`src/sv/grid_ray_cast_assert.svh`:
```
// Assertion macros for the grid ray caster.
// Used by the top level only; expects clk and rst in scope.
`ifndef GRID_RAY_CAST_ASSERT_SVH
`define GRID_RAY_CAST_ASSERT_SVH

`define GRC_ASSERT_NOW(lbl, ante, cons, msg) \
  lbl: assert property (@(posedge clk) disable iff (rst) (ante) |-> (cons)) else $error(msg);

`define GRC_ASSERT_NEXT(lbl, ante, cons, msg) \
  lbl: assert property (@(posedge clk) disable iff (rst) (ante) |=> (cons)) else $error(msg);

`endif

```
`src/sv/grc_pkg.sv`:
```
// Shared constants, payload types, sequencer states and the arctangent table
// of the grid ray caster. No dependencies.
package grc_pkg;

  localparam int MAP_ROWS    = 16;
  localparam int MAP_COLS    = 32;
  localparam int TILE_PIXELS = 64;
  localparam int FRAC_BITS   = 8;

  localparam int TILE_U     = TILE_PIXELS << FRAC_BITS;
  localparam int TILE_SHIFT = $clog2(TILE_U);
  localparam int MAP_DEPTH  = MAP_ROWS * MAP_COLS;
  localparam int ADDR_W     = $clog2(MAP_DEPTH);
  localparam int ROW_W      = $clog2(MAP_ROWS);
  localparam int COL_W      = $clog2(MAP_COLS);
  localparam int WCNT_W     = $clog2((MAP_ROWS > MAP_COLS ? MAP_ROWS : MAP_COLS) + 3);

  localparam int PX_W    = 19;
  localparam int PY_W    = 18;
  localparam int ANG_W   = 16;
  localparam int Q_W     = 15;
  localparam int TILE_W  = 8;
  localparam int DIST_W  = 20;

  localparam int COORD_W  = 48;
  localparam int MAG_W    = 32;
  localparam int OFS_W    = TILE_SHIFT + 1;
  localparam int NUM_W    = 46;
  localparam int CAP_BIT  = 40;
  localparam int QCAP_W   = CAP_BIT + 1;
  localparam int SQ_W     = 64;
  localparam int ROOT_W   = 32;
  localparam int DMAG_W   = 31;

  localparam int CORDIC_ITERS = 24;
  localparam int CORDIC_CNT_W = 5;
  localparam int CORDIC_GAIN  = 652032874;
  localparam int DIV_CNT_W    = $clog2(NUM_W);
  localparam int SQRT_ITERS   = 32;
  localparam int SQRT_CNT_W   = 5;

  localparam logic [ANG_W-1:0] ANG_QUARTER = 16'd16384;
  localparam logic [ANG_W-1:0] ANG_HALF    = 16'd32768;
  localparam logic [ANG_W-1:0] ANG_3Q      = 16'd49152;

  localparam int CFG_IDX_W = 2;
  localparam logic [CFG_IDX_W-1:0] CFG_PLAYER_X = 2'd0;
  localparam logic [CFG_IDX_W-1:0] CFG_PLAYER_Y = 2'd1;

  localparam logic KIND_WRITE = 1'b0;
  localparam logic KIND_CAST  = 1'b1;

  typedef struct packed {
    logic             kind;
    logic [3:0]       tile_row;
    logic [4:0]       tile_col;
    logic [TILE_W-1:0] tile_value;
    logic [ANG_W-1:0] ray_angle;
  } req_t;

  typedef struct packed {
    logic              hit_found;
    logic              hit_vertical;
    logic [PX_W-1:0]   hit_x;
    logic [PY_W-1:0]   hit_y;
    logic [TILE_W-1:0] hit_content;
    logic [DIST_W-1:0] hit_distance;
    logic [ANG_W-1:0]  angle_out;
  } res_t;

  typedef enum logic [3:0] {
    ST_IDLE, ST_CORDIC, ST_FAM, ST_MUL, ST_DIV_OFS, ST_DIV_STEP,
    ST_WALK_CHK, ST_WALK_TST, ST_DSQ_X, ST_DSQ_Y, ST_DSQ_SUM,
    ST_PICK, ST_SQRT, ST_OUT
  } cast_state_t;

  function automatic logic [31:0] atan_turn(input logic [CORDIC_CNT_W-1:0] i);
    logic [31:0] v;
    case (i)
      5'd0:  v = 32'd536870912;
      5'd1:  v = 32'd316933406;
      5'd2:  v = 32'd167458907;
      5'd3:  v = 32'd85004756;
      5'd4:  v = 32'd42667331;
      5'd5:  v = 32'd21354465;
      5'd6:  v = 32'd10679838;
      5'd7:  v = 32'd5340245;
      5'd8:  v = 32'd2670163;
      5'd9:  v = 32'd1335087;
      5'd10: v = 32'd667544;
      5'd11: v = 32'd333772;
      5'd12: v = 32'd166886;
      5'd13: v = 32'd83443;
      5'd14: v = 32'd41722;
      5'd15: v = 32'd20861;
      5'd16: v = 32'd10430;
      5'd17: v = 32'd5215;
      5'd18: v = 32'd2608;
      5'd19: v = 32'd1304;
      5'd20: v = 32'd652;
      5'd21: v = 32'd326;
      5'd22: v = 32'd163;
      5'd23: v = 32'd81;
      default: v = 32'd0;
    endcase
    return v;
  endfunction

endpackage

```
`src/sv/grc_div.sv`:
```
// Restoring divider, one quotient bit per cycle.
// Depends on grc_pkg for operand widths.
module grc_div (
  input  logic                      clk,
  input  logic                      rst,
  input  logic                      start,
  input  logic [grc_pkg::NUM_W-1:0] num,
  input  logic [grc_pkg::MAG_W-1:0] den,
  output logic                      busy,
  output logic                      done,
  output logic [grc_pkg::NUM_W-1:0] quot
);
  import grc_pkg::*;

  logic [MAG_W-1:0]   rem, dv;
  logic [MAG_W:0]     trial;
  logic               fits;
  logic [DIV_CNT_W-1:0] cnt;

  assign trial = {rem, quot[NUM_W-1]};
  assign fits  = trial >= {1'b0, dv};

  always_ff @(posedge clk) begin
    if (rst) begin
      busy <= 1'b0;
      done <= 1'b0;
      cnt  <= '0;
    end else begin
      done <= 1'b0;
      if (start && !busy) begin
        busy <= 1'b1;
        cnt  <= '0;
      end else if (busy) begin
        if (cnt == DIV_CNT_W'(NUM_W - 1)) begin
          busy <= 1'b0;
          done <= 1'b1;
        end else begin
          cnt <= cnt + 1'b1;
        end
      end
    end
  end

  always_ff @(posedge clk) begin
    if (start && !busy) begin
      rem  <= '0;
      quot <= num;
      dv   <= den;
    end else if (busy) begin
      rem  <= fits ? MAG_W'(trial - {1'b0, dv}) : trial[MAG_W-1:0];
      quot <= {quot[NUM_W-2:0], fits};
    end
  end

endmodule

```
`config.mk`:
```
export PLATFORM = sky130hd
export DESIGN_NAME = grc_div
export DESIGN_NICKNAME = d
export VERILOG_FILES = /design/src/sv/grid_ray_cast_assert.svh /design/src/sv/grc_pkg.sv /design/src/sv/grc_div.sv
export SDC_FILE = /design/constraint.sdc
export NUM_CORES = 1
export LEC_CHECK = 0
export BUFFER_PORTS_ARGS = -buffer_cell sky130_fd_sc_hd__buf_2
export CORE_MARGIN = 1.5
export CORE_UTILIZATION = 45
export CTS_CLUSTER_DIAMETER = 60
export DETAILED_ROUTE_END_ITERATION = 12
export MAX_ROUTING_LAYER = met4
export PLACE_DENSITY_LB_ADDON = 0.15
export SLEW_MARGIN = 25
export SYNTH_ARGS = -nofsm -noshare
export SYNTH_HDL_FRONTEND = slang
export SYNTH_SLANG_ARGS = --single-unit
```
`constraint.sdc`:
```
create_clock -name clk -period 3.2 [get_ports clk]
set_input_delay 0.16 -clock clk [delete_from_list [all_inputs] [get_ports clk]]
set_output_delay 0.16 -clock clk [all_outputs]
set_load 0.05 [all_outputs]
```
==> out/metrics.csv <==
metric;value;unit
status;finished clean;
area leader, netlist;edfxtp_1;
setup total negative slack;0;ns
CP required;3.57;ns
share of flip-flops with an asynchronous set or reset;0;%
initial antenna violation count;0;
post-CTS setup buffer count;0;
RSZ-0062 raised after global routing;false;
cts bufs inserted;17;
CTS tree;built;
PortBufs;128;
most common cell in the netlist;nand2_1;
nets;1010;
Max-Cap Viols;0;
worst slew pin tran;0.815;ns
Bufs and invs on worst path;1;
Die Area;14900;um^2
DRC viols;0;
drt total wl;15200;um
# fillers;1182;
Initial Util;46.0;%
pwr dens;809;nW/um^2
Synth Area in Simple Gates;17.5;%
Setup CP Type;flop to flop;
WP data arrival;3.20;ns
via count;5556;
I/O pin count;129;
Clock Skew;0.0133;ns
ys flop type;edfxtp_1;
top post-synthesis cells by area;edfxtp_1 (37%), dfxtp_1 (13%), nand2_1 (11%);
CP max FO;3;
P_leak;0.00396;uW
H-tree depth;4;
Antenna Nets Post-Route;0;
Final min period;2.83;ns
Die Y-Extent;122;um
Seq/Total Area, Yosys;49.2;%
share of cells above drive strength 1;20.7;%
drt pass-1 iters;7;
clk root buf;clkbuf_16;
Mapped Area;6390;um^2
worst hold slack;0.0204;ns
CTS Sinks;118;
EDFF count, synth;78;
Wirelength per Cell;14.0;um
final setup vio count;0;
max incr delay on CP;0.41;ns
Area growth, synth to finish;34.5;%
vias per cell;5.11;
Syn Inst Count;691;
GPL Wtd Cong;0.857;
main combinational cell family by area after synthesis;simple AND/OR/NAND/NOR gates;
GR Overflow Total;0;
Avg Cell Area, Syn;9.24;um^2
multi-input logic area;2950;um^2
final period utilization;88.4;%
Pins Over Slew Limit;0;
first-pass GRT wire length;25500;um
top cell type's share of synthesized area;36.7;%
yosys warns;0;
Clk Latency, worst-skew pair;0.43;ns
core area;13900;um^2
Slowest cell on crit path;or4_1;
CP Capture Type;flop;
vias in the first global route;5624;
Min-Delay Path Class;primary input to flop;
Syn Nets;807;
XOR/XNOR Fraction of Synth Area;4.39;%
VDD IR max;486;uV
delay-heaviest family, CP;compound AO/OA/AOI/OAI gates;
cells along the critical path;inv_1 > ha_1 > fa_1 > nand2b_1 > a21oi_1 > o21bai_1 > a21oi_2 > o21ai_1 > a31oi_2 > a311oi_1 > or4_1 > nand3_1;
row count;43;
Synth top cells by count;nand2_1 (188), edfxtp_1 (78), a21oi_1 (49), inv_1 (43), dfxtp_1 (40);
DRT iter0 DRCs;370;
dpl hpwl;10200;um
register area;3140;um^2
Worst Setup Start Kind;flop;
f_max;0.354;GHz
Total GRT Usage;22.3;%
Worst-path clk slew;0.06;ns
Synth Area in Compound Gates;15.4;%
Rel. slew slack;45.7;%
Die X;122;um
mux cell area share after synthesis;1.57;%
Yosys reg bits;118;
Clock Path Buffers;2;
Fin. Hold Viols;0;
Unique masters post-synth;58;
ant diodes;0;
pin count of the biggest net entering global routing;59;
fraction of the mapped netlist area in adder cells;6.97;%
[worst register-to-register path, stage by stage (launching register included)]
cell	delay, ns
edfxtp_1	0.36
inv_1	0.06
ha_1	0.22
fa_1	0.40
nand2b_1	0.19
a21oi_1	0.23
o21bai_1	0.15
a21oi_2	0.21
o21ai_1	0.12
a31oi_2	0.22
a311oi_1	0.15
or4_1	0.41
nand3_1	0.08
[what timing repair did]
action	in CTS	in global routing
endpoints found under the hold margin	77	0
setup endpoints to repair	0	1
gates resized for setup	0	2
hold buffers	76	0
[per-layer routing]
layer  vias to the layer above  part of all wire [%]  track usage [%]
met1                      2570                    44             26.2
met4                         0                   1.7             8.50
met2                       160                    48             36.4
li1                       2803                     -                -
met5                         -                     0                -
met3                        23                   6.3             6.23
[logic make-up (layout without fill, tap and decap cells)]
logic type      Yosys count  count (layout)
buf+inv                  74             290
flops                   118             118
mux                      10              10
simple gates            268             268
compound gates          154             154
xor+xnor                 32              32
fa+ha+maj                35              35
[layout by cell type (no fill, tap or decap), types with 7 or more instances in the layout]
cell	count
dfxtp_1	40
ha_1	34
nand4_1	10
xor2_1	17
buf_2	128
buf_4	7
dlygate4sd3_1	76
nor2_1	33
edfxtp_1	78
nand3_1	8
mux2i_1	10
clkbuf_16	18
o21ai_1	31
a21oi_1	48
nand2_1	188
o21bai_1	9
xnor2_1	15
a21o_1	12
inv_1	42
o21ai_0	11
[flip-flops by register name (all words and copies together), names as in the netlist]
register  count
done          1
quot         46
cnt           6
busy          1
dv           32
rem          32
[area by class of cell]
type	count	share of cell area [%]
Multi-Input combinational cell	499	34.3
Sequential cell	118	36.6
Tap cell	180	2.62
Clock inverter	13	1.68
Timing Repair Buffer	213	17.4
Clock buffer	19	5.41
Inverter	45	1.98
[path summary, 6_finish.rpt]
kind              cells after the start  endpoint      from  slack (ns)
setup reg to reg                     12   rem[30]  quot[45]        0.37
hold reg to reg                       2   rem[11]   rem[11]        0.47
hold / removal                        3   quot[1]    num[1]        0.02
setup / recovery                     12   rem[30]  quot[45]        0.37
[power by group]
group / switching, uW / total (uW) / internal [uW]
registers: 209 / 2160 / 1950
logic: 1720 / 2840 / 1120
clock network: 729 / 1940 / 1220
[through the flow]
step           worst slack, ns  instances  total power [uW]  area [um^2]  util (%)
3_3_place_gp             0.302        979              4880         7210      51.9
4_1_cts                  0.200       1087              6970         8580      61.8
3_5_place_dp             0.220        979              4920         7210      51.9
6_report                 0.371       1087              6950         8590      61.9
5_1_grt                 0.0306       1087              7410         8590      61.9
2_1_floorplan            0.208        691              4370         6390         -
Power figures use the tool's default switching activity.
