==> config.mk <==
export PLATFORM = sky130hd
export DESIGN_NAME = grc_cordic
export DESIGN_NICKNAME = d
export VERILOG_FILES = /design/src/sv/grid_ray_cast_assert.svh /design/src/sv/grc_pkg.sv /design/src/sv/grc_cordic.sv
export SDC_FILE = /design/constraint.sdc
export NUM_CORES = 1
export LEC_CHECK = 0
export BUFFER_PORTS_ARGS = -buffer_cell sky130_fd_sc_hd__clkbuf_2
export CAP_MARGIN = 10
export CORE_MARGIN = 5
export CORE_UTILIZATION = 50
export CTS_CLUSTER_SIZE = 10
export DETAILED_ROUTE_END_ITERATION = 7
export GPL_ROUTABILITY_DRIVEN = 0
export PLACE_DENSITY = 0.67
export SYNTH_ARGS = -nofsm -noshare
export SYNTH_HDL_FRONTEND = slang
export SYNTH_SLANG_ARGS = --single-unit
==> constraint.sdc <==
create_clock -name clk -period 7.1 [get_ports clk]
set_input_delay 0.355 -clock clk [delete_from_list [all_inputs] [get_ports clk]]
set_output_delay 0.355 -clock clk [all_outputs]
set_load 0.02 [all_outputs]
==> src/sv/grid_ray_cast_assert.svh <==
// Assertion macros for the grid ray caster.
// Used by the top level only; expects clk and rst in scope.
`ifndef GRID_RAY_CAST_ASSERT_SVH
`define GRID_RAY_CAST_ASSERT_SVH

`define GRC_ASSERT_NOW(lbl, ante, cons, msg) \
  lbl: assert property (@(posedge clk) disable iff (rst) (ante) |-> (cons)) else $error(msg);

`define GRC_ASSERT_NEXT(lbl, ante, cons, msg) \
  lbl: assert property (@(posedge clk) disable iff (rst) (ante) |=> (cons)) else $error(msg);

`endif

==> src/sv/grc_pkg.sv <==
// Shared constants, payload types, sequencer states and the arctangent table
// of the grid ray caster. No dependencies.
package grc_pkg;

  localparam int MAP_ROWS    = 16;
  localparam int MAP_COLS    = 32;
  localparam int TILE_PIXELS = 64;
  localparam int FRAC_BITS   = 8;

  localparam int TILE_U     = TILE_PIXELS << FRAC_BITS;
  localparam int TILE_SHIFT = $clog2(TILE_U);
  localparam int MAP_DEPTH  = MAP_ROWS * MAP_COLS;
  localparam int ADDR_W     = $clog2(MAP_DEPTH);
  localparam int ROW_W      = $clog2(MAP_ROWS);
  localparam int COL_W      = $clog2(MAP_COLS);
  localparam int WCNT_W     = $clog2((MAP_ROWS > MAP_COLS ? MAP_ROWS : MAP_COLS) + 3);

  localparam int PX_W    = 19;
  localparam int PY_W    = 18;
  localparam int ANG_W   = 16;
  localparam int Q_W     = 15;
  localparam int TILE_W  = 8;
  localparam int DIST_W  = 20;

  localparam int COORD_W  = 48;
  localparam int MAG_W    = 32;
  localparam int OFS_W    = TILE_SHIFT + 1;
  localparam int NUM_W    = 46;
  localparam int CAP_BIT  = 40;
  localparam int QCAP_W   = CAP_BIT + 1;
  localparam int SQ_W     = 64;
  localparam int ROOT_W   = 32;
  localparam int DMAG_W   = 31;

  localparam int CORDIC_ITERS = 24;
  localparam int CORDIC_CNT_W = 5;
  localparam int CORDIC_GAIN  = 652032874;
  localparam int DIV_CNT_W    = $clog2(NUM_W);
  localparam int SQRT_ITERS   = 32;
  localparam int SQRT_CNT_W   = 5;

  localparam logic [ANG_W-1:0] ANG_QUARTER = 16'd16384;
  localparam logic [ANG_W-1:0] ANG_HALF    = 16'd32768;
  localparam logic [ANG_W-1:0] ANG_3Q      = 16'd49152;

  localparam int CFG_IDX_W = 2;
  localparam logic [CFG_IDX_W-1:0] CFG_PLAYER_X = 2'd0;
  localparam logic [CFG_IDX_W-1:0] CFG_PLAYER_Y = 2'd1;

  localparam logic KIND_WRITE = 1'b0;
  localparam logic KIND_CAST  = 1'b1;

  typedef struct packed {
    logic             kind;
    logic [3:0]       tile_row;
    logic [4:0]       tile_col;
    logic [TILE_W-1:0] tile_value;
    logic [ANG_W-1:0] ray_angle;
  } req_t;

  typedef struct packed {
    logic              hit_found;
    logic              hit_vertical;
    logic [PX_W-1:0]   hit_x;
    logic [PY_W-1:0]   hit_y;
    logic [TILE_W-1:0] hit_content;
    logic [DIST_W-1:0] hit_distance;
    logic [ANG_W-1:0]  angle_out;
  } res_t;

  typedef enum logic [3:0] {
    ST_IDLE, ST_CORDIC, ST_FAM, ST_MUL, ST_DIV_OFS, ST_DIV_STEP,
    ST_WALK_CHK, ST_WALK_TST, ST_DSQ_X, ST_DSQ_Y, ST_DSQ_SUM,
    ST_PICK, ST_SQRT, ST_OUT
  } cast_state_t;

  function automatic logic [31:0] atan_turn(input logic [CORDIC_CNT_W-1:0] i);
    logic [31:0] v;
    case (i)
      5'd0:  v = 32'd536870912;
      5'd1:  v = 32'd316933406;
      5'd2:  v = 32'd167458907;
      5'd3:  v = 32'd85004756;
      5'd4:  v = 32'd42667331;
      5'd5:  v = 32'd21354465;
      5'd6:  v = 32'd10679838;
      5'd7:  v = 32'd5340245;
      5'd8:  v = 32'd2670163;
      5'd9:  v = 32'd1335087;
      5'd10: v = 32'd667544;
      5'd11: v = 32'd333772;
      5'd12: v = 32'd166886;
      5'd13: v = 32'd83443;
      5'd14: v = 32'd41722;
      5'd15: v = 32'd20861;
      5'd16: v = 32'd10430;
      5'd17: v = 32'd5215;
      5'd18: v = 32'd2608;
      5'd19: v = 32'd1304;
      5'd20: v = 32'd652;
      5'd21: v = 32'd326;
      5'd22: v = 32'd163;
      5'd23: v = 32'd81;
      default: v = 32'd0;
    endcase
    return v;
  endfunction

endpackage

==> src/sv/grc_cordic.sv <==
// Iterative CORDIC giving |cos| and |sin| of a first-quadrant angle.
// Depends on grc_pkg for the arctangent table and widths.
module grc_cordic (
  input  logic                      clk,
  input  logic                      rst,
  input  logic                      start,
  input  logic [grc_pkg::Q_W-1:0]   q,
  output logic                      busy,
  output logic                      done,
  output logic [grc_pkg::MAG_W-1:0] cos_mag,
  output logic [grc_pkg::MAG_W-1:0] sin_mag
);
  import grc_pkg::*;

  localparam int XW = MAG_W + 2;

  logic signed [XW-1:0] x, y, z, xs, ys, at;
  logic [CORDIC_CNT_W-1:0] cnt;

  assign xs = x >>> cnt;
  assign ys = y >>> cnt;
  assign at = XW'(atan_turn(cnt));

  always_ff @(posedge clk) begin
    if (rst) begin
      busy <= 1'b0;
      done <= 1'b0;
      cnt  <= '0;
    end else begin
      done <= 1'b0;
      if (start && !busy) begin
        busy <= 1'b1;
        cnt  <= '0;
      end else if (busy) begin
        if (cnt == CORDIC_CNT_W'(CORDIC_ITERS - 1)) begin
          busy <= 1'b0;
          done <= 1'b1;
        end else begin
          cnt <= cnt + 1'b1;
        end
      end
    end
  end

  always_ff @(posedge clk) begin
    if (start && !busy) begin
      x <= XW'(CORDIC_GAIN);
      y <= '0;
      z <= XW'(q) <<< 16;
    end else if (busy) begin
      if (z >= 0) begin
        x <= x - ys;
        y <= y + xs;
        z <= z - at;
      end else begin
        x <= x + ys;
        y <= y - xs;
        z <= z + at;
      end
    end
  end

  assign cos_mag = x[XW-1] ? '0 : x[MAG_W-1:0];
  assign sin_mag = y[XW-1] ? '0 : y[MAG_W-1:0];

endmodule

==> impl_metrics.tcl <==
set metrics [dict create \
    dp_slack_ps 471.1 \
    vias 17236 \
    viasPerCell 6.657 \
    p_leak_nw 7.467 \
    whs_ps 119.8 \
    p_comb_share_pct 74.0 \
    p_clk_share_pct 9.6 \
    intPower_mw 4.841 \
    fill_cells 3135 \
    ios 84 \
    wire_per_inst_um 22.05 \
    cts-root-buf "clkbuf_16" \
    grt_max_degree 58 \
    vdd_drop_max_mv 0.2658 \
    worstPathMaxFanout 31 \
    ant_nets 0 \
    status "finished with violations" \
    crit_path_start_kind "flip-flop" \
    reg2reg_slack_ps 420 \
    async_flop_share_pct 0 \
    ys_types 85 \
    hold_path_end "busy" \
    fmax_ghz 0.1497 \
    slew-limit-headroom_pct 35.84 \
    synthMuxAreaShare_pct 18.85 \
    syn_avg_cell_area_sq_um 8.215 \
    synth_nets 2237 \
    start_util_pct 50.33 \
    fin_crit_sh_pct 94.06 \
    period_minus_slack_ps 6678 \
    grt_pass1_wl_mm 90.16 \
    drive_above_1_share_pct 15.37 \
    cts_resized 0 \
    min-delay-start "rst" \
    synth-edff-count 15 \
    endpoint_kind "flip-flop" \
    rsz0062_at_grt "no" \
    io_buffers 83 \
    r2r-start "cnt[3]" \
    finalSetupTns_ps 0 \
    whs_path_depth 2 \
    core_area_sq_mm 0.03437 \
    synthAdderAreaFrac_pct 8.303 \
    synthFlopType "dfxtp_1" \
    final_hold_viol_count 0 \
    netlist_instances 2106 \
    drt-total-wl_mm 57.08 \
    synth_compound_area_share_pct 24.02 \
    synth_top_family_by_area "compound AO/OA/AOI/OAI gates" \
    clock_tree.buffer_depth 2 \
    core.rowCount 68 \
    drt-initial-drc-count 2200 \
    place_hpwl_mm 41.96 \
    pwr-share-seq_pct 16.4 \
    numCtsBuffers 17 \
    drc 11 \
    regToRegEndpoint "x[33]" \
    violations "design-rule violations" \
    synth_area_sq_mm 0.01730 \
    die_y_um 196.0 \
    synth_xor_area_share_pct 9.011 \
    switching_share_pct 51.30 \
    clk_latency_ps 470 \
    fin_ws_ps 421.6 \
    htreeDepth 4 \
    slew_viol_final 0 \
    postCtsHoldBufs 0 \
    clock-sinks 139 \
    worstPathArrival_ps 7000 \
    ys_ff_latch 139 \
    critPathRequiredTime_ps 7420 \
    die_area_sq_mm 0.03842 \
    clk_pin_slew_worst_paths_ps 80 \
    worst_slew_pin_slew_ps 958.8 \
    finClkSkew_ps 16.84 \
    diodes 0 \
    maxCapViolCount 0 \
    firstDrtPassIters 8 \
    hold_path.class "in -> reg" \
    reg2reg_depth 24 \
    die_x_um 196.0 \
    areaGrowthSynthToFinish_pct 8.505 \
    tritoncts "yes" \
    antenna_found_initial 1 \
    grtUsageTotal_pct 28.88 \
    crit_type "reg -> reg" \
    final_nets 2252 \
    cellPowerDensity_mw_per_mm2 529.5 \
    setup_violations 0 \
    ys_seq_area_share_pct 16.95 \
    overflow 0 \
    grt_pass1_vias 16485 \
    yosys.area_share.simple_pct 18.46 \
    yosysWarnings 0 \
    switchingPower_mw 5.099 \
]
-- power by group through the flow --
stage	logic [mW]	clock network (mW)	registers [mW]
2_1_floorplan	5.80	0	1.31
3_3_place_gp	7.10	0	1.62
3_5_place_dp	7.21	0	1.63
4_1_cts	7.26	0.969	1.61
5_1_grt	8.11	1.00	1.67
6_report	7.36	0.950	1.63
-- layout make-up --
cell class	instances	area, sq um	share of cell area [%]
Clock buffer	17	425.4	2.266
Clock inverter	15	176.4	0.9398
Sequential cell	139	2952	15.72
Multi-Input combinational cell	1786	13610	72.52
Timing Repair Buffer	129	855.8	4.559
Tap cell	455	569.3	3.033
Inverter	48	180.2	0.9598
-- cell usage in the layout (no fill, tap or decap), drive strengths merged, types with 13 or more instances in the layout --
cell,Yosys,routed
nand2b,34,34
o22ai,23,23
mux4,98,98
o211ai,22,22
a22oi,19,19
nand3,39,39
o21ai,175,175
dfxtp,124,124
mux2,37,37
a21oi,134,134
clkbuf,77,100
a22o,13,13
a21o,47,47
o31ai,30,30
a31oi,16,16
and3,13,13
nor3,25,25
or3,20,20
inv,46,55
and2,21,21
xor2,93,93
mux2i,63,63
nand2,237,237
o41ai,14,14
buf,56,46
ha,110,110
a211oi,27,27
edfxtp,15,15
o21a,23,23
nor2,134,134
xnor2,85,85
nor2b,77,77
-- critical path, stage by stage (launching register included) --
cell and delay [ps]:
dfxtp_4 650, buf_4 380, inv_1 120, buf_4 230, o41ai_1 630, a211oi_1 100
a21oi_1 230, nand2b_1 130, nor3_1 460, and2_1 260, nand2_1 90, o311ai_0 340
o41ai_1 130, a21oi_1 210, ha_1 320, and4_1 250, a221o_1 380, a221o_1 350
nand3b_1 200, o211a_1 240, o31ai_1 320, nand2b_1 90, a21oi_1 190, xnor2_1 130
o22ai_1 90
-- metal layers --
| layer | global-route usage (%) | vias up | wire, um |
|---|---|---|---|
| li1 | - | 7932 | - |
| met1 | 35.65 | 8077 | 22080 |
| met2 | 47.06 | 1001 | 26230 |
| met3 | 7.367 | 224 | 5632 |
| met4 | 14.17 | 2 | 3121 |
| met5 | 0 | - | 13 |
-- per-stage QoR --
stage                     power [mW]  cell area [sq um]  utilization, %  instances
after global placement         8.714              18120           52.72       2555
after floorplan                7.110              17300               -       2106
after CTS                      9.838              18720           54.47       2587
after detailed placement       8.839              18120           52.72       2555
final                          9.940              18770           54.61       2589
after global routing           10.78              18770           54.61       2589
-- cell usage after synthesis, drive strengths merged (8+ instances only) --
cell / number / area (sq um)
ha: 110 / 1376
mux2i: 63 / 638.1
o21a: 23 / 172.7
nor2: 134 / 503.0
o41ai: 14 / 130.1
buf: 56 / 292.8
o211ai: 22 / 165.2
clkbuf: 77 / 289.0
mux2: 37 / 416.7
nor3: 25 / 125.1
edfxtp: 15 / 450.4
or3: 20 / 130.1
a21oi: 134 / 670.6
inv: 46 / 172.7
nand2: 237 / 889.6
o22ai: 23 / 143.9
mux4: 98 / 2207
a21o: 47 / 352.8
a32o: 8 / 80.08
nand3: 39 / 195.2
a22oi: 19 / 142.6
o31ai: 30 / 230.2
or2: 11 / 68.82
a31oi: 16 / 100.1
o21ai: 175 / 879.6
and2: 21 / 131.4
a22o: 13 / 113.9
a211oi: 27 / 202.7
xor2: 93 / 814.5
nand2b: 34 / 212.7
dfxtp: 124 / 2482
a221oi: 12 / 105.1
nor2b: 77 / 481.7
o21bai: 12 / 90.09
and3: 13 / 81.33
xnor2: 85 / 744.5
nand4: 8 / 50.05
-- flip-flops by register name, summed over array words and instances (netlist names) --
name / count
y: 34
x: 34
done: 1
busy: 1
cnt: 5
z: 34
at: 30
-- how the worst max path moves through the flow --
stage | start | endpoint | slack [ps] | cells past startpoint
floorplan | cnt[1] | x[33] | 970 | 29
global placement | cnt[1] | x[33] | 630 | 22
detailed placement | cnt[1] | x[33] | 470 | 22
CTS | cnt[1] | x[33] | 420 | 22
global route | cnt[1] | x[33] | 70 | 22
finish | cnt[3] | x[33] | 420 | 24
-- cell families (layout without fill, tap and decap cells) --
group	count (synthesis)	count (layout)
mux	198	198
fa+ha+maj	113	113
compound gates	638	638
simple gates	659	659
xor+xnor	178	178
flops	139	139
buf+inv	181	209
-- timing repair --
item / in CTS / in global routing
setup buffers: 0 / 1
endpoints found under the hold margin: 0 / 0
setup endpoints to repair: 0 / 3
Note: power is estimated with default switching activity, not from simulation.
