--- config.mk ---
export PLATFORM = sky130hd
export DESIGN_NAME = grc_sqrt
export DESIGN_NICKNAME = d
export VERILOG_FILES = /design/src/sv/grid_ray_cast_assert.svh /design/src/sv/grc_pkg.sv /design/src/sv/grc_sqrt.sv
export SDC_FILE = /design/constraint.sdc
export NUM_CORES = 1
export LEC_CHECK = 0
export ABC_CLOCK_PERIOD_IN_PS = 9000
export BUFFER_PORTS_ARGS = -buffer_cell sky130_fd_sc_hd__buf_2
export CORE_AREA = 2 2 200 202
export CTS_BUF_LIST = sky130_fd_sc_hd__clkbuf_16
export DETAILED_ROUTE_END_ITERATION = 16
export DIE_AREA = 0 0 202 204
export SLEW_MARGIN = 20
export SYNTH_ARGS = -nofsm -noshare
export SYNTH_HDL_FRONTEND = slang
export SYNTH_SLANG_ARGS = --single-unit
--- constraint.sdc ---
create_clock -name clk -period 9 [get_ports clk]
set_input_delay 1.35 -clock clk [delete_from_list [all_inputs] [get_ports clk]]
set_output_delay 1.35 -clock clk [all_outputs]
set_load 0.1 [all_outputs]
--- src/sv/grid_ray_cast_assert.svh ---
// Assertion macros for the grid ray caster.
// Used by the top level only; expects clk and rst in scope.
`ifndef GRID_RAY_CAST_ASSERT_SVH
`define GRID_RAY_CAST_ASSERT_SVH

`define GRC_ASSERT_NOW(lbl, ante, cons, msg) \
  lbl: assert property (@(posedge clk) disable iff (rst) (ante) |-> (cons)) else $error(msg);

`define GRC_ASSERT_NEXT(lbl, ante, cons, msg) \
  lbl: assert property (@(posedge clk) disable iff (rst) (ante) |=> (cons)) else $error(msg);

`endif

--- src/sv/grc_pkg.sv ---
// Shared constants, payload types, sequencer states and the arctangent table
// of the grid ray caster. No dependencies.
package grc_pkg;

  localparam int MAP_ROWS    = 16;
  localparam int MAP_COLS    = 32;
  localparam int TILE_PIXELS = 64;
  localparam int FRAC_BITS   = 8;

  localparam int TILE_U     = TILE_PIXELS << FRAC_BITS;
  localparam int TILE_SHIFT = $clog2(TILE_U);
  localparam int MAP_DEPTH  = MAP_ROWS * MAP_COLS;
  localparam int ADDR_W     = $clog2(MAP_DEPTH);
  localparam int ROW_W      = $clog2(MAP_ROWS);
  localparam int COL_W      = $clog2(MAP_COLS);
  localparam int WCNT_W     = $clog2((MAP_ROWS > MAP_COLS ? MAP_ROWS : MAP_COLS) + 3);

  localparam int PX_W    = 19;
  localparam int PY_W    = 18;
  localparam int ANG_W   = 16;
  localparam int Q_W     = 15;
  localparam int TILE_W  = 8;
  localparam int DIST_W  = 20;

  localparam int COORD_W  = 48;
  localparam int MAG_W    = 32;
  localparam int OFS_W    = TILE_SHIFT + 1;
  localparam int NUM_W    = 46;
  localparam int CAP_BIT  = 40;
  localparam int QCAP_W   = CAP_BIT + 1;
  localparam int SQ_W     = 64;
  localparam int ROOT_W   = 32;
  localparam int DMAG_W   = 31;

  localparam int CORDIC_ITERS = 24;
  localparam int CORDIC_CNT_W = 5;
  localparam int CORDIC_GAIN  = 652032874;
  localparam int DIV_CNT_W    = $clog2(NUM_W);
  localparam int SQRT_ITERS   = 32;
  localparam int SQRT_CNT_W   = 5;

  localparam logic [ANG_W-1:0] ANG_QUARTER = 16'd16384;
  localparam logic [ANG_W-1:0] ANG_HALF    = 16'd32768;
  localparam logic [ANG_W-1:0] ANG_3Q      = 16'd49152;

  localparam int CFG_IDX_W = 2;
  localparam logic [CFG_IDX_W-1:0] CFG_PLAYER_X = 2'd0;
  localparam logic [CFG_IDX_W-1:0] CFG_PLAYER_Y = 2'd1;

  localparam logic KIND_WRITE = 1'b0;
  localparam logic KIND_CAST  = 1'b1;

  typedef struct packed {
    logic             kind;
    logic [3:0]       tile_row;
    logic [4:0]       tile_col;
    logic [TILE_W-1:0] tile_value;
    logic [ANG_W-1:0] ray_angle;
  } req_t;

  typedef struct packed {
    logic              hit_found;
    logic              hit_vertical;
    logic [PX_W-1:0]   hit_x;
    logic [PY_W-1:0]   hit_y;
    logic [TILE_W-1:0] hit_content;
    logic [DIST_W-1:0] hit_distance;
    logic [ANG_W-1:0]  angle_out;
  } res_t;

  typedef enum logic [3:0] {
    ST_IDLE, ST_CORDIC, ST_FAM, ST_MUL, ST_DIV_OFS, ST_DIV_STEP,
    ST_WALK_CHK, ST_WALK_TST, ST_DSQ_X, ST_DSQ_Y, ST_DSQ_SUM,
    ST_PICK, ST_SQRT, ST_OUT
  } cast_state_t;

  function automatic logic [31:0] atan_turn(input logic [CORDIC_CNT_W-1:0] i);
    logic [31:0] v;
    case (i)
      5'd0:  v = 32'd536870912;
      5'd1:  v = 32'd316933406;
      5'd2:  v = 32'd167458907;
      5'd3:  v = 32'd85004756;
      5'd4:  v = 32'd42667331;
      5'd5:  v = 32'd21354465;
      5'd6:  v = 32'd10679838;
      5'd7:  v = 32'd5340245;
      5'd8:  v = 32'd2670163;
      5'd9:  v = 32'd1335087;
      5'd10: v = 32'd667544;
      5'd11: v = 32'd333772;
      5'd12: v = 32'd166886;
      5'd13: v = 32'd83443;
      5'd14: v = 32'd41722;
      5'd15: v = 32'd20861;
      5'd16: v = 32'd10430;
      5'd17: v = 32'd5215;
      5'd18: v = 32'd2608;
      5'd19: v = 32'd1304;
      5'd20: v = 32'd652;
      5'd21: v = 32'd326;
      5'd22: v = 32'd163;
      5'd23: v = 32'd81;
      default: v = 32'd0;
    endcase
    return v;
  endfunction

endpackage

--- src/sv/grc_sqrt.sv ---
// Bit-pair integer square root, one root bit per cycle.
// Depends on grc_pkg for operand widths.
module grc_sqrt (
  input  logic                       clk,
  input  logic                       rst,
  input  logic                       start,
  input  logic [grc_pkg::SQ_W-1:0]   n,
  output logic                       busy,
  output logic                       done,
  output logic [grc_pkg::ROOT_W-1:0] root
);
  import grc_pkg::*;

  logic [SQ_W-1:0] rem, r, bitv, sum;
  logic            ge;
  logic [SQRT_CNT_W-1:0] cnt;

  assign sum  = r + bitv;
  assign ge   = rem >= sum;
  assign root = r[ROOT_W-1:0];

  always_ff @(posedge clk) begin
    if (rst) begin
      busy <= 1'b0;
      done <= 1'b0;
      cnt  <= '0;
    end else begin
      done <= 1'b0;
      if (start && !busy) begin
        busy <= 1'b1;
        cnt  <= '0;
      end else if (busy) begin
        if (cnt == SQRT_CNT_W'(SQRT_ITERS - 1)) begin
          busy <= 1'b0;
          done <= 1'b1;
        end else begin
          cnt <= cnt + 1'b1;
        end
      end
    end
  end

  always_ff @(posedge clk) begin
    if (start && !busy) begin
      rem  <= n;
      r    <= '0;
      bitv <= SQ_W'(1) << (SQ_W - 2);
    end else if (busy) begin
      rem  <= ge ? rem - sum : rem;
      r    <= ge ? (r >> 1) + bitv : r >> 1;
      bitv <= bitv >> 2;
    end
  end

endmodule

==> qor.csv, run 1 <==
metric,value,unit
status,finished clean,
clock skew,0.0135,ns
Ys Warns,0,
Arrival @ worst endpoint,7.12,ns
H-Tree Depth,4,
initial antenna violation count,0,
"Distinct cells, synth",86,
vias in the first global route,13600,
# setup viols final,0,
Mapped Nets,2154,
Longest Clk Path Bufs,2,
number of remaining DRC errors,0,
number of flops mapped to enable cells by yosys,64,
final wirelength,45.9,mm
# IOs,101,
Post-CTS Resized,0,
Slew HR,0.324,
Sink Count,167,
max-slew violation count,0,
Port-buffer cells,100,
Mapped Avg Cell Area,7.72,um^2
Post-CTS Hold Fix Bufs,0,
share of cells above drive strength 1,0.100,
"antenna viol nets, final",0,
"Seq/Total Area, Yosys",0.264,
Max-Cap Viols,0,
Post-CTS Setup Bufs,0,
RePlAce Congestion,0.919,
initial drt markers,1107,
Synth area leaders,"dfxtp_1 14%, edfxtp_1 13%, ha_1 11%, nand2_1 7.6%, o21ai_0 6.1%",
VDD IR max,162,uV
Max Freq,0.144,GHz
dpl hpwl,34.7,mm
Core Rows,73,
Most used DFF post-synth,dfxtp_1,
TritonCTS Buffers,17,
Via density,5.78,
crit end category,flop,
critical path required time,9.16,ns
width of the die,202,um
Die Footprint,41200,um^2
Lkg Pwr,6.16,nW
CTS root buf,clkbuf_16,
PD cells,329,nW/um^2
Synth Instances,1954,
first-pass GRT wire length,73.0,mm
Die H,204,um
post-synthesis cell area,15100,um^2
Inserted Diodes,0,
Post-synth ARST share,0,
crit-path max FO,37,
most frequent cells in the layout,"304 x nand2_1, 183 x o21ai_0, 159 x a21oi_1",
via count,14400,
Routed WL per cell,18.4,um
drt pass-1 iters,5,
post-synth top area share,0.137,
total global-route track usage,0.221,
DP Worst Slack,2.09,ns
Worst Tran Pin Value,1.01,ns
fillers,4017,
final worst-path cycle share,0.773,
TNS Setup,0,ns
Initial Util,0.385,
Clock Latency Late Sink,0.48,ns
min Tclk post-route,6.96,ns
CP Class,reg -> reg,
"Clk pin slew, worst setup/hold paths",0.07,ns
Yosys reg bits,167,
core area,39200,um^2
final worst slack,2.04,ns
"commonest non-fill, non-tap cell in the layout",nand2_1,
Overflow after GRT,0,
CTS tree,done,
Tightest Hold Check Type,reg -> reg,
Final Net Count,2154,
RSZ-0062 raised after global routing,no,
CP Launch Type,flop,
Synth area leader,dfxtp_1,
Final Hold Violating Endpoints,0,
Area Growth Syn to Fin,8.18,%
largest net degree at the start of global routing,98,
-- cells in the mapped netlist, drive strengths merged, types with 45 or more instances --
cell type	number
nand2	306
o21ai	198
a21oi	160
nor2	154
ha	132
dfxtp	103
xor2	99
clkbuf	76
xnor2	74
a31oi	73
edfxtp	64
buf	53
nand4	45
-- report_power, final --
group / switching (W) / total, W / internal [W]
Combinational: 0.00210 / 0.00328 / 0.00118
Clock: 0.000361 / 0.000782 / 0.000421
Sequential: 0.000211 / 0.00131 / 0.00110
-- registers in the layout (all words and copies together), names as in the netlist --
signal / count
r: 64
rem: 64
bitv: 32
cnt: 5
busy: 1
done: 1
-- logic make-up (layout without fill, tap and decap cells) --
family,after synthesis,after routing,synth area share
flops,167,167,0.264
buf+inv,171,184,0.0537
mux,13,13,0.00879
fa+ha+maj,133,133,0.111
xor+xnor,173,173,0.100
simple gates,646,646,0.194
compound gates,651,651,0.268
-- per-layer routing --
layer  GRT usage  vias to the layer above  wire length, um
met2       0.362                      437            20900
met4      0.0680                        0              913
li1            -                     7097                -
met1       0.300                     6815            21600
met3      0.0343                       59             2460
met5           0                        -                0
-- metrics by stage --
| step | util | instance area [um^2] | hold slack (ns) | power, W | cells |
|---|---|---|---|---|---|
| final | 0.416 | 16300 | 0.484 | 0.00537 | 2492 |
| after global routing | 0.416 | 16300 | 0.526 | 0.00576 | 2492 |
| after global placement | 0.401 | 15700 | 0.456 | 0.00453 | 2460 |
| after floorplan | - | 15100 | 0.446 | 0.00383 | 1954 |
| after CTS | 0.416 | 16300 | 0.483 | 0.00534 | 2492 |
| after detailed placement | 0.401 | 15700 | 0.473 | 0.00454 | 2460 |
-- final timing paths --
path,start,endpoint,slack [ns],cells after the start
hold reg to reg,r[0],r[0],0.48,2
hold / removal,r[0],r[0],0.48,2
setup / recovery,r[8],rem[55],2.04,20
setup reg to reg,r[8],rem[55],2.04,20
-- area by class of cell --
cell class	count	area, um^2	area share
inverters	42	158	0.00966
well taps	525	657	0.0403
multi-input cells	1616	10300	0.633
repair buffers	110	588	0.0360
flip-flops and latches	167	3990	0.244
clock buffers	19	475	0.0291
clock inverters	13	130	0.00797
-- critical path, stage by stage, from the launching register on --
cell and delay (ns):
dfxtp_1 0.39, ha_1 0.40, nand4_1 0.16, nor2_1 0.17, a41o_1 0.20, nor2_1 0.06
o31ai_1 0.77, a41oi_1 0.36, o21bai_1 0.28, nor4b_1 0.24, o21ai_0 0.15, xor2_1 0.19
ha_1 0.40, and3_1 0.22, nand2_1 0.09, nor4_1 0.33, or4b_1 0.54, o211ai_4 0.21
nand2_1 0.34, nand2_2 0.76, buf_12 0.30
Power figures use the tool's default switching activity.
==> run 2, diff against run 1 <==
--- a/config.mk
+++ b/config.mk
@@ -5,12 +5,13 @@
 export SDC_FILE = /design/constraint.sdc
 export NUM_CORES = 1
 export LEC_CHECK = 0
-export ABC_CLOCK_PERIOD_IN_PS = 9000
+export ABC_AREA = 1
+export ABC_CLOCK_PERIOD_IN_PS = 6300
 export BUFFER_PORTS_ARGS = -buffer_cell sky130_fd_sc_hd__buf_2
-export CORE_AREA = 2 2 200 202
+export CORE_AREA = 2 2 231 233
 export CTS_BUF_LIST = sky130_fd_sc_hd__clkbuf_16
 export DETAILED_ROUTE_END_ITERATION = 16
-export DIE_AREA = 0 0 202 204
+export DIE_AREA = 0 0 233 235
 export SLEW_MARGIN = 20
 export SYNTH_ARGS = -nofsm -noshare
 export SYNTH_HDL_FRONTEND = slang
==> constraint.sdc (replaced) <==
create_clock -name clk -period 6.3 [get_ports clk]
set_input_delay 0.945 -clock clk [delete_from_list [all_inputs] [get_ports clk]]
set_output_delay 0.945 -clock clk [all_outputs]
set_load 0.1 [all_outputs]
==> run 2 against run 1 <==
Sequential share of layout area decreased by 6.1 points. Die area increased by 33%. Hold slack got worse by 0.011 ns. Combinational power increased by 140%. Clock skew about the same. Total power increased by 110%.
==> qor.csv, run 2 <==
metric,value,unit,change
Post-synth ARST share,0,,unchanged
status,finished clean,,
max-slew violation count,0,,unchanged
Via density,5.27,,-8.9%
fillers,5834,,+45%
min Tclk post-route,5.45,ns,-1.50 ns
final worst-path cycle share,0.866,,+0.0927
total global-route track usage,0.282,,+0.0606
Initial Util,0.387,,+0.00229
number of remaining DRC errors,0,,unchanged
cell breakdown of the critical path,ha_1 -> nand2_1 -> o21ai_1 -> nor2_1 -> nand2_1 -> o21ai_0 -> o21ai_1 -> nand2_1 -> nand2_1 -> a21oi_1 -> xor2_1 -> ha_1 -> a21oi_1 -> nand2_1 -> a21oi_1 -> nand2_1 -> a21oi_4 -> nand2_4 -> nand2_2 -> nand2_2 -> buf_12,,
Synth Instances,3568,,+83%
Overflow after GRT,0,,unchanged
H-Tree Depth,4,,unchanged
Sink Count,167,,unchanged
Arrival @ worst endpoint,5.70,ns,-1.42 ns
dpl hpwl,62.9,mm,+81%
DP Area,21100,um^2,+35%
Clock Latency Late Sink,0.50,ns,+0.02 ns
Synth area leaders,"nand2_1 23%, dfxtp_1 10%, edfxtp_1 9.5%, inv_1 9.2%, ha_1 8.2%",,
first-pass GRT wire length,118,mm,+62%
Die Footprint,54800,um^2,+33%
Inst Count DP,4258,,+73%
Post-CTS Hold Fix Bufs,0,,unchanged
initial drt markers,1955,,+77%
Reg area,3990,um^2,about the same
Largest regs,"r x64, rem x64, bitv x32",,
via count,22600,,+57%
Tightest Hold Check Type,reg -> reg,,
Max-Cap Viols,0,,unchanged
"Clk pin slew, worst setup/hold paths",0.08,ns,about the same
crit-path max FO,25,,-32%
"Seq/Total Area, Yosys",0.197,,-0.0672
Mapped Nets,3768,,+75%
clock skew,0.0139,ns,+0.000460 ns
RSZ-0062 raised after global routing,no,,
Post-CTS Resized,0,,unchanged
Buf/Inv on CP,1,,unchanged
Port-buffer cells,100,,unchanged
most frequent cells in the layout,"1249 x nand2_1, 494 x inv_1, 378 x nor2_1",,
core area,52200,um^2,+33%
Yosys reg bits,167,,unchanged
TNS Setup,0,ns,unchanged
Post-CTS Setup Bufs,0,,unchanged
post-synth top area share,0.232,,+0.0953
CP Class,reg -> reg,,
RePlAce Congestion,1.07,,+17%
initial antenna violation count,0,,unchanged
VDD IR max,412,uV,+150%
critical path required time,6.54,ns,-2.62 ns
drt pass-1 iters,5,,unchanged
Final Hold Violating Endpoints,0,,unchanged
Lkg Pwr,9.75,nW,+58%
CP Launch Type,flop,,
CTS root buf,clkbuf_16,,
Synth area leader,nand2_1,,
"CP delay by family, top",simple AND/OR/NAND/NOR gates,,
TritonCTS Buffers,17,,unchanged
"commonest non-fill, non-tap cell in the layout",nand2_1,,
"top cells by count, synth","1250 x nand2_1, 495 x inv_1, 379 x nor2_1",,
"Distinct cells, synth",48,,-44%
final instance area,21700,um^2,+33%
Crit path largest cell delay,0.57,ns,-0.20 ns
Ys Warns,0,,unchanged
# IOs,101,,unchanged
Layout Cells excl Fill,4290,,+72%
CTS tree,done,,
Die H,235,um,+15%
Critical-path top delay cell,dfxtp_1,,
Worst Tran Pin Value,1.12,ns,+0.105 ns
post-synthesis cell area,20200,um^2,+34%
Max Freq,0.183,GHz,+28%
PD cells,510,nW/um^2,+55%
Most used DFF post-synth,dfxtp_1,,
Routed WL per cell,18.1,um,-2.0%
Mapped Avg Cell Area,5.67,um^2,-27%
Slew HR,0.254,,-0.0699
number of flops mapped to enable cells by yosys,64,,unchanged
Area Growth Syn to Fin,7.39,%,
"antenna viol nets, final",0,,unchanged
Final Net Count,3789,,+76%
Core Rows,84,,+15%
vias in the first global route,21400,,+57%
Longest Clk Path Bufs,2,,unchanged
share of cells above drive strength 1,0.0519,,-0.0482
Inserted Diodes,0,,unchanged
width of the die,233,um,+15%
final wirelength,77.5,mm,+69%
# setup viols final,0,,unchanged
cell mode on critical path,nand2_1,,
crit end category,flop,,
Multi-input gate area,13700,um^2,+33%
largest net degree at the start of global routing,179,,+83%
most frequent cell after synthesis,nand2_1,,
post-layout util,0.416,,-0.000567
-- run 2: changes by cell type in the layout (fill, tap and decap cells not counted), sizes merged, moves of 26 or more --
cell    previous run  this run
nand2            306      1256
inv               48       508
nand3             28       289
nor2             154       384
a21oi            160       255
a31oi             73        14
xor2              99        55
o21ai            198       156
nand3b             0        35
a21o              35         9
-- run 2: kinds of logic (layout without fill, tap and decap cells) --
kind of cell	count (synthesis)	count (layout)	synth area share
flip-flops	167	167	0.197
XOR/XNOR	113	113	0.0489
buffers and inverters	617	651	0.125
adder cells (fa/ha/maj)	133	133	0.0826
AO/OA/AOI/OAI	482	482	0.129
AND/OR/NAND/NOR	2056	2056	0.417
-- run 2: path summary, 6_finish.rpt --
check                             from      to  slack [ns]  depth (start not counted)
worst min-delay path            cnt[4]  cnt[4]        0.47                          2
worst min register to register  cnt[4]  cnt[4]        0.47                          2
worst max register to register   r[10]  rem[3]        0.85                         21
worst max-delay path             r[10]  rem[3]        0.85                         21
-- run 2: layer usage --
layer / track usage / vias up / wire length [um]
met3: 0.0351 / 152 / 4460
met5: 0 / - / 0
li1: - / 11400 / -
met1: 0.370 / 10300 / 34200
met4: 0.121 / 0 / 3420
met2: 0.463 / 747 / 35400
-- run 2: area by class of cell --
cell class                 instances  share of cell area
inverter                         499              0.0862
sequential                       167               0.184
tap                              688              0.0396
clock buffer                      17              0.0196
clock inverter                    15             0.00749
timing repair buffer             120              0.0317
multi-input combinational       2784               0.632
-- run 2: worst register-to-register path, delay by kind of cell, from the launching register on --
family | cells | cell delay, ns
AO/OA/AOI/OAI | 7 | 1.60
XOR/XNOR | 1 | 0.33
adder cells (fa/ha/maj) | 2 | 0.66
buffers and inverters | 1 | 0.32
flip-flops | 1 | 0.57
AND/OR/NAND/NOR | 10 | 1.70
-- run 2: power by group --
group / internal, W / leakage (nW) / total, W / switching, W
Sequential: 0.00167 / 1.47 / 0.00222 / 0.000554
Clock: 0.000594 / 0.294 / 0.00115 / 0.000552
Combinational: 0.00245 / 7.99 / 0.00772 / 0.00527
-- run 2: through the flow --
| stage | setup slack (ns) | hold slack (ns) | power, W |
|---|---|---|---|
| finish | 0.847 | 0.472 | 0.0111 |
| global route | 0.572 | 0.513 | 0.0120 |
| CTS | 0.961 | 0.477 | 0.0110 |
| detailed placement | 1.00 | 0.463 | 0.00976 |
| global placement | 0.960 | 0.459 | 0.00975 |
| floorplan | 1.29 | 0.444 | 0.00781 |
